--- config.mk ---
export PLATFORM = sky130hd
export DESIGN_NAME = free_block_fit_selector
export DESIGN_NICKNAME = d
export VERILOG_FILES = /design/src/hdl/fbfs_pkg.sv /design/src/hdl/free_block_fit_selector.sv /design/src/hdl/fbfs_ram.sv /design/src/hdl/fbfs_scan_unit.sv
export VERILOG_INCLUDE_DIRS = /design/src /design/src/hdl
export SDC_FILE = /design/constraint.sdc
export NUM_CORES = 2
export LEC_CHECK = 0
export BUFFER_PORTS_ARGS = -buffer_cell sky130_fd_sc_hd__buf_4
export CORE_ASPECT_RATIO = 0.6
export CORE_MARGIN = 2
export CORE_UTILIZATION = 55
export DETAILED_ROUTE_END_ITERATION = 10
export HOLD_SLACK_MARGIN = 0.08
export PLACE_DENSITY = 0.86
export SKIP_LAST_GASP = 1
export SYNTH_ARGS = -nofsm -noshare
export SYNTH_HDL_FRONTEND = slang
export SYNTH_HIERARCHICAL = 1
export SYNTH_SLANG_ARGS = --single-unit
export TNS_END_PERCENT = 5
--- constraint.sdc ---
create_clock -name clk -period 4.6 [get_ports clk]
set_clock_uncertainty 0.05 [all_clocks]
set_input_delay 0.69 -clock clk [delete_from_list [all_inputs] [get_ports clk]]
set_output_delay 0.69 -clock clk [all_outputs]
set_load 0.05 [all_outputs]
--- src/hdl/free_block_fit_selector_macros.svh ---
// ---------------------------------------------------------------------------
// Free block fit selector assertion macros
// Shared concurrent assertion wrappers, clocked on clk; FBFS_ASSERT is disabled by rst.
// ---------------------------------------------------------------------------
`ifndef FREE_BLOCK_FIT_SELECTOR_MACROS_SVH
`define FREE_BLOCK_FIT_SELECTOR_MACROS_SVH

// checked only out of reset
`define FBFS_ASSERT(lbl, prop, msg) \
  lbl: assert property (@(posedge clk) disable iff (rst) prop) else $error(msg);

// checked during reset as well
`define FBFS_ASSERT_ALWAYS(lbl, prop, msg) \
  lbl: assert property (@(posedge clk) prop) else $error(msg);

`endif

--- src/hdl/fbfs_pkg.sv ---
// ---------------------------------------------------------------------------
// Free block fit selector package
// Defaults, mode codes and the types shared by the sequencer and scan unit.
// ---------------------------------------------------------------------------
package fbfs_pkg;

  // default geometry
  localparam int TABLE_DEPTH_DEF = 64;
  localparam int SIZE_BITS_DEF   = 32;

  // scan index width follows the table_count field
  localparam int IDX_BITS = 7;

  typedef logic [IDX_BITS-1:0] idx_t;

  // mode codes
  localparam logic [2:0] MODE_WRITE = 3'd0;
  localparam logic [2:0] MODE_FIRST = 3'd1;
  localparam logic [2:0] MODE_NEXT  = 3'd2;
  localparam logic [2:0] MODE_BEST  = 3'd3;
  localparam logic [2:0] MODE_WORST = 3'd4;

  // sequencer to scan unit
  typedef struct packed {
    logic clear;  // any accepted item: start of a query or a write
    logic valid;  // read data valid this cycle
    idx_t idx;    // index of the read data
  } scan_ctl_t;

  // scan unit to sequencer
  typedef struct packed {
    logic hit;       // some entry fits
    idx_t hit_idx;   // first fitting entry in scan order
    idx_t best_idx;  // smallest fitting entry
    idx_t max_idx;   // largest entry
  } scan_stat_t;

endpackage

--- src/hdl/free_block_fit_selector.sv ---
// ---------------------------------------------------------------------------
// Free block fit selector
// Block size table with first, next, best and worst fit queries.
// ---------------------------------------------------------------------------
// Channel  Dir  Fields (low bit first)
// s_       in   tuser: mode; tdata: entry_index, entry_size, request_size,
//                      table_count, last_index
// m_       out  tdata: chosen_index, fits
//
// A write item is written to the table at accept. A query scans n entries, n
// being the saturated table count, with the scan unit seeing one RAM entry per
// cycle; next fit first works out the start index remainder (last mod n).
// A query with zero count or an unused mode skips the scan.
// Input is taken only while the sequencer is idle; a result waits in the
// output register while m_tready is low. Reset is synchronous; the table
// is not cleared and has no reset contents.
// ---------------------------------------------------------------------------
`include "free_block_fit_selector_macros.svh"

module free_block_fit_selector
  import fbfs_pkg::*;
#(
  parameter int TABLE_DEPTH = TABLE_DEPTH_DEF,
  parameter int SIZE_BITS   = SIZE_BITS_DEF
) (
  input  logic        clk,
  input  logic        rst,
  input  logic        s_tvalid,
  output logic        s_tready,
  input  logic [87:0] s_tdata,   // entry_index, entry_size, request_size,
                                 // table_count, last_index, zero fill
  input  logic [2:0]  s_tuser,   // mode
  output logic        m_tvalid,
  input  logic        m_tready,
  output logic [7:0]  m_tdata    // chosen_index, fits, zero fill
);

  localparam int   ADDR_W = $clog2(TABLE_DEPTH);
  localparam idx_t N_MAX  = (TABLE_DEPTH > 127) ? 7'd127 : IDX_BITS'(TABLE_DEPTH);

  localparam logic [1:0] ST_IDLE = 2'd0;
  localparam logic [1:0] ST_MOD  = 2'd1;
  localparam logic [1:0] ST_SCAN = 2'd2;
  localparam logic [1:0] ST_FIN  = 2'd3;

  // input fields
  logic [2:0]  in_mode;
  logic [5:0]  in_eidx;
  logic [31:0] in_esize;
  logic [31:0] in_req;
  idx_t        in_count;
  logic [5:0]  in_last;

  assign in_mode  = s_tuser;
  assign in_eidx  = s_tdata[5:0];
  assign in_esize = s_tdata[37:6];
  assign in_req   = s_tdata[69:38];
  assign in_count = s_tdata[76:70];
  assign in_last  = s_tdata[82:77];

  logic [1:0]           state;
  logic [2:0]           mode;
  logic                 zres;
  logic [SIZE_BITS-1:0] req;
  idx_t                 n;
  logic [5:0]           last;
  logic [2:0]           bcnt;
  idx_t                 rem;
  idx_t                 k;
  idx_t                 icnt;
  logic                 rd_vld;
  idx_t                 rd_idx;
  logic [5:0]           out_idx;
  logic                 out_fit;

  logic                 accept;
  logic                 is_query;
  idx_t                 n_in;
  logic [7:0]           rem_try;
  idx_t                 rem_next;
  logic [7:0]           fb_try;
  idx_t                 fb_idx;
  idx_t                 pick;
  logic                 ram_we;
  logic [SIZE_BITS-1:0] ram_rdata;
  logic                 out_free;
  scan_ctl_t            sctl;
  scan_stat_t           sstat;

  assign s_tready = (state == ST_IDLE);
  assign accept   = s_tvalid && s_tready;
  assign out_free = !m_tvalid || m_tready;

  // saturated count and query check
  assign n_in     = (in_count > N_MAX) ? N_MAX : in_count;
  assign is_query = ((in_mode == MODE_FIRST) || (in_mode == MODE_NEXT) ||
                     (in_mode == MODE_BEST) || (in_mode == MODE_WORST)) &&
                    (n_in != '0);

  // table writes happen at accept
  assign ram_we = accept && (in_mode == MODE_WRITE) &&
                  (int'(in_eidx) < TABLE_DEPTH);

  fbfs_ram #(
    .WIDTH (SIZE_BITS),
    .DEPTH (TABLE_DEPTH)
  ) u_ram (
    .clk   (clk),
    .we    (ram_we),
    .waddr (ADDR_W'(in_eidx)),
    .wdata (SIZE_BITS'(in_esize)),
    .raddr (ADDR_W'(k)),
    .rdata (ram_rdata)
  );

  // remainder step: last mod n, one bit per cycle
  assign rem_try  = {rem, last[bcnt]};
  assign rem_next = (rem_try >= {1'b0, n}) ? IDX_BITS'(rem_try - {1'b0, n})
                                           : rem_try[IDX_BITS-1:0];

  // next fit fallback: (2 * last) mod n from last mod n
  assign fb_try = {rem, 1'b0};
  assign fb_idx = (fb_try >= {1'b0, n}) ? IDX_BITS'(fb_try - {1'b0, n})
                                        : fb_try[IDX_BITS-1:0];

  // scan unit
  assign sctl.clear = accept;
  assign sctl.valid = rd_vld;
  assign sctl.idx   = rd_idx;

  fbfs_scan_unit #(
    .SIZE_BITS (SIZE_BITS)
  ) u_scan (
    .clk  (clk),
    .rst  (rst),
    .ctl  (sctl),
    .req  (req),
    .data (ram_rdata),
    .stat (sstat)
  );

  // policy select
  always_comb begin
    case (mode)
      MODE_FIRST: pick = sstat.hit ? sstat.hit_idx : '0;
      MODE_NEXT:  pick = sstat.hit ? sstat.hit_idx : fb_idx;
      MODE_BEST:  pick = sstat.hit ? sstat.best_idx : sstat.max_idx;
      MODE_WORST: pick = sstat.max_idx;
      default:    pick = '0;
    endcase
  end

  // sequencer
  always_ff @(posedge clk) begin
    if (rst) begin
      state  <= ST_IDLE;
      rd_vld <= 1'b0;
    end else begin
      rd_vld <= 1'b0;
      case (state)
        ST_IDLE: begin
          if (accept) begin
            if (!is_query) begin
              state <= ST_FIN;
            end else if (in_mode == MODE_NEXT) begin
              state <= ST_MOD;
            end else begin
              state <= ST_SCAN;
            end
          end
        end
        ST_MOD: begin
          if (bcnt == 3'd0) begin
            state <= ST_SCAN;
          end
        end
        ST_SCAN: begin
          if (icnt != n) begin
            rd_vld <= 1'b1;
          end else if (!rd_vld) begin
            state <= ST_FIN;
          end
        end
        ST_FIN: begin
          if (out_free) begin
            state <= ST_IDLE;
          end
        end
        default: state <= ST_IDLE;
      endcase
    end
  end

  // query registers, remainder and scan counters
  always_ff @(posedge clk) begin
    case (state)
      ST_IDLE: begin
        if (accept) begin
          mode <= in_mode;
          zres <= !is_query;
          req  <= SIZE_BITS'(in_req);
          n    <= n_in;
          last <= in_last;
          bcnt <= 3'd5;
          rem  <= '0;
          k    <= '0;
          icnt <= '0;
        end
      end
      ST_MOD: begin
        rem  <= rem_next;
        bcnt <= bcnt - 3'd1;
        if (bcnt == 3'd0) begin
          k <= rem_next;
        end
      end
      ST_SCAN: begin
        if (icnt != n) begin
          rd_idx <= k;
          icnt   <= icnt + 7'd1;
          k      <= (k + 7'd1 == n) ? '0 : k + 7'd1;
        end
      end
      default: begin
      end
    endcase
  end

  // output register
  always_ff @(posedge clk) begin
    if (rst) begin
      m_tvalid <= 1'b0;
    end else if (state == ST_FIN && out_free) begin
      m_tvalid <= 1'b1;
    end else if (m_tready) begin
      m_tvalid <= 1'b0;
    end
  end

  always_ff @(posedge clk) begin
    if (state == ST_FIN && out_free) begin
      out_idx <= zres ? 6'd0 : pick[5:0];
      out_fit <= zres ? 1'b0 : sstat.hit;
    end
  end

  assign m_tdata = {1'b0, out_fit, out_idx};

  // checks
  `FBFS_ASSERT(a_icnt_bound, (state == ST_SCAN) |-> (icnt <= n), "scan ran past count")
  `FBFS_ASSERT(a_k_bound, (state == ST_SCAN && icnt != n) |-> (k < n), "scan index out of range")
  `FBFS_ASSERT(a_rd_bound, rd_vld |-> (rd_idx < n), "read tag out of range")
  `FBFS_ASSERT(a_rem_bound, (state == ST_SCAN) |-> (rem < n), "remainder not below count")
  `FBFS_ASSERT_ALWAYS(a_load, (!rst && state == ST_FIN && out_free) |=> m_tvalid, "result not loaded")

endmodule

--- src/hdl/fbfs_ram.sv ---
// ---------------------------------------------------------------------------
// Generic RAM
// One write port, one read port, registered read data.
// ---------------------------------------------------------------------------
module fbfs_ram #(
  parameter int WIDTH = 32,
  parameter int DEPTH = 64
) (
  input  logic                     clk,
  input  logic                     we,
  input  logic [$clog2(DEPTH)-1:0] waddr,
  input  logic [WIDTH-1:0]         wdata,
  input  logic [$clog2(DEPTH)-1:0] raddr,
  output logic [WIDTH-1:0]         rdata
);

  logic [WIDTH-1:0] mem [DEPTH];

  // write and registered read
  always_ff @(posedge clk) begin
    if (we) begin
      mem[waddr] <= wdata;
    end
    rdata <= mem[raddr];
  end

endmodule

--- src/hdl/fbfs_scan_unit.sv ---
// ---------------------------------------------------------------------------
// Fit scan unit
// Compares one table entry per cycle against the request and running picks.
// ---------------------------------------------------------------------------
module fbfs_scan_unit
  import fbfs_pkg::*;
#(
  parameter int SIZE_BITS = SIZE_BITS_DEF
) (
  input  logic                 clk,
  input  logic                 rst,
  input  scan_ctl_t            ctl,
  input  logic [SIZE_BITS-1:0] req,
  input  logic [SIZE_BITS-1:0] data,
  output scan_stat_t           stat
);

  logic                 hit;
  idx_t                 hit_idx;
  idx_t                 best_idx;
  logic [SIZE_BITS-1:0] best_val;
  logic                 max_seen;
  idx_t                 max_idx;
  logic [SIZE_BITS-1:0] max_val;

  logic fit_now;
  logic best_upd;
  logic max_upd;

  // shared compares for the current entry
  assign fit_now  = (data >= req);
  assign best_upd = fit_now && (!hit || (data < best_val));
  assign max_upd  = !max_seen || (data > max_val);

  // running picks, earliest entry in scan order wins ties
  always_ff @(posedge clk) begin
    if (rst || ctl.clear) begin
      hit      <= 1'b0;
      max_seen <= 1'b0;
    end else if (ctl.valid) begin
      if (fit_now) begin
        hit <= 1'b1;
      end
      max_seen <= 1'b1;
    end
  end

  always_ff @(posedge clk) begin
    if (ctl.valid) begin
      if (fit_now && !hit) begin
        hit_idx <= ctl.idx;
      end
      if (best_upd) begin
        best_idx <= ctl.idx;
        best_val <= data;
      end
      if (max_upd) begin
        max_idx <= ctl.idx;
        max_val <= data;
      end
    end
  end

  assign stat.hit      = hit;
  assign stat.hit_idx  = hit_idx;
  assign stat.best_idx = best_idx;
  assign stat.max_idx  = max_idx;

endmodule
==> summary.txt <==
Run status
  – Status: finished clean

Cells and area
  – Final net count: 4621
  – Fillcell total: 9800
  – Most frequent cells in the layout: edfxtp_1 (2216), mux4_2 (545), buf_4 (247)
  – Syn-to-layout area delta: 12.4%
  – Share of cells above drive strength 1: 25.6%
  – N_diodes: 0
  – Commonest non-fill, non-tap cell in the layout: edfxtp_1
  – Non-filler cells, final: 6685

Global route
  – Grt ovf: 0
  – Vias in the first global route: 47300
  – GRT Util Overall: 29.4%
  – M3 GR Usage: 8.56%
  – Met2 Use GR: 45.8%
  – Gr busiest metal: met2
  – First-pass GRT wire length: 341000 µm
  – GR met1 Demand/Resource: 40.2%
  – Pin count of the biggest net entering global routing: 65
  – Initial antenna violation count: 6

Drt
  – WL final: 240000 µm
  – DR iter-0 viols: 8113
  – Routed vias: 46800
  – Vias per cell: 7.00
  – DRT Pass-1 Iters: 6
  – Routed len/inst: 35.9 µm
  – ANT nets after route: 0
  – # DRC: 0

Setup path
  – Crit-path leading delay family: compound AO/OA/AOI/OAI gates
  – R2R cell count: 8
  – Worst Setup SP: u_ram/rdata[26]
  – CP endpoint kind: register
  – Largest stage delay, worst path: 810 ps
  – Worst EP required: 5040 ps
  – Crit path DAT: 4530 ps
  – Critical path type: register to register
  – Critical path's slowest cell: o221a_2
  – Critical path startpoint category: register
  – Crit path buf inv count: 1
  – Stages on worst setup path: 8
  – CP Cell Sequence: ha_1, nand4_1, nor4_1, a22oi_1, and4b_1, o21ai_1, o221a_2, buf_4
  – Reg2Reg Launch Point: u_ram/rdata[26]
  – Critical path peak fanout: 23

Clock network
  – Cts bufs inserted: 179
  – Post-CTS Setup Bufs: 0
  – Clk buf depth: 3
  – Clock Latency Late Sink: 820 ps
  – Clk slew on worst S/H paths: 70 ps
  – CTS tree: built
  – Post-cts sizing count: 0
  – CTS sink count: 2254
  – Root Driver: clkbuf_16
  – Number of H-tree levels: 4

Yosys
  – Mapped Area: 0.0881 mm²
  – Syn Nets: 4307
  – Synth warn: 6
  – Cell count after synthesis: 4098
  – Syn avg cell area: 21.5 µm²

Placed design
  – Post-DP HPWL: 134000 µm
  – I/O Buffers: 98
  – GP Congestion: 0.887
  – Cells after DPL: 6315

Power and ir drop
  – Leak pwr: 31.4 nW
  – Pwr/cell area: 572 mW/mm²
  – Peak supply drop: 0.000494 V
  – Total power: 0.0567 W

Timing
  – Final setup vio count: 0
  – Part of the cycle the worst path needs: 88.9%
  – Slew Limit Fails: 0
  – Maximum clock frequency: 244 MHz
  – Slew headroom: 21.5%
  – Worst-Margin Slew: 1170 ps
  – Min Tclk post-route: 4090 ps
  – Hold Vio Cnt, Final: 0
  – RSZ-0062 raised after global routing: no

Die
  – Die height: 314 µm
  – Cell Rows: 113
  – IO Count: 105
  – Die extent in x: 521 µm
  – Die area: 0.163 mm²
  – Starting Density: 55.5%
  – Core Area: 0.159 mm²

Hold path
  – Hold crit path type: input port to register
  – Worst hold path stage count: 4
  – HP Start: m_tready

Flow run
  – MaxCap Viol Count: 0
==> registers in the layout (all words and copies together) (netlist names), 2 cells and up <==
name             flops
bcnt                 3
icnt                 7
k                    7
last                 6
mode                 3
n                    7
out_idx              6
rd_idx               6
rem                  7
req                 32
state                2
u_ram/mem         2048
u_ram/rdata         32
u_scan/best_idx      6
u_scan/best_val     32
u_scan/hit_idx       6
u_scan/max_idx       6
u_scan/max_val      32
==> final cells by class <==
| type | instances | area [µm²] | share of cell area (%) |
|---|---|---|---|
| Inverter | 119 | 447 | 0.451 |
| Multi-Input combinational cell | 1532 | 19900 | 20.1 |
| Tap cell | 2127 | 2660 | 2.69 |
| Clock inverter | 91 | 851 | 0.859 |
| Clock buffer | 236 | 4860 | 4.91 |
| Timing Repair Buffer | 326 | 3010 | 3.04 |
| Sequential cell | 2254 | 67300 | 68.0 |
==> per-layer routing <==
metal | routed length (µm) | share of wire, %
met1 | 80000 | 33
met2 | 113000 | 47
met3 | 37600 | 16
met4 | 9270 | 3.9
met5 | 107 | 0.045
==> where the power goes <==
part	leakage (nW)	switching (W)	internal, W
logic	8.30	0.00994	0.00719
registers	20.3	0.000721	0.0233
clock network	2.78	0.00729	0.00825
total	31.4	0.0179	0.0387
==> worst register-to-register path: cells and delay by family (launching register included) <==
family                   cells  cell delay (ps)
AO/OA/AOI/OAI                3             1360
AND/OR/NAND/NOR              3             1270
buffers and inverters        1              330
adder cells (fa/ha/maj)      1              360
flip-flops                   1              410
==> repair_timing <==
item	4_1_cts	5_1_grt
setup endpoints to repair	0	0
hold endpoints to repair	46	0
hold buffers	43	0
==> metrics by stage <==
| step | setup WS [ps] | TNS [ps] | utilization, % | hold slack (ps) | cell area, µm² |
|---|---|---|---|---|---|
| after floorplan | -107 | -5050 | - | 389 | 88100 |
| after global placement | 1240 | 0 | 58.5 | 401 | 92900 |
| after detailed placement | 1090 | 0 | 58.5 | 412 | 92900 |
| after CTS | 826 | 0 | 62.4 | 93.7 | 99000 |
| after global routing | 618 | 0 | 62.4 | 141 | 99000 |
| final | 510 | 0 | 62.4 | 147 | 99000 |
==> path summary, 6_finish.rpt <==
path	endpoint	slack, ps
setup / recovery	u_scan/max_val[6]	510
hold / removal	m_tvalid	150
setup reg to reg	u_scan/max_val[6]	510
hold reg to reg	u_scan/best_idx[0]	440
Note: power is estimated with default switching activity, not from simulation.
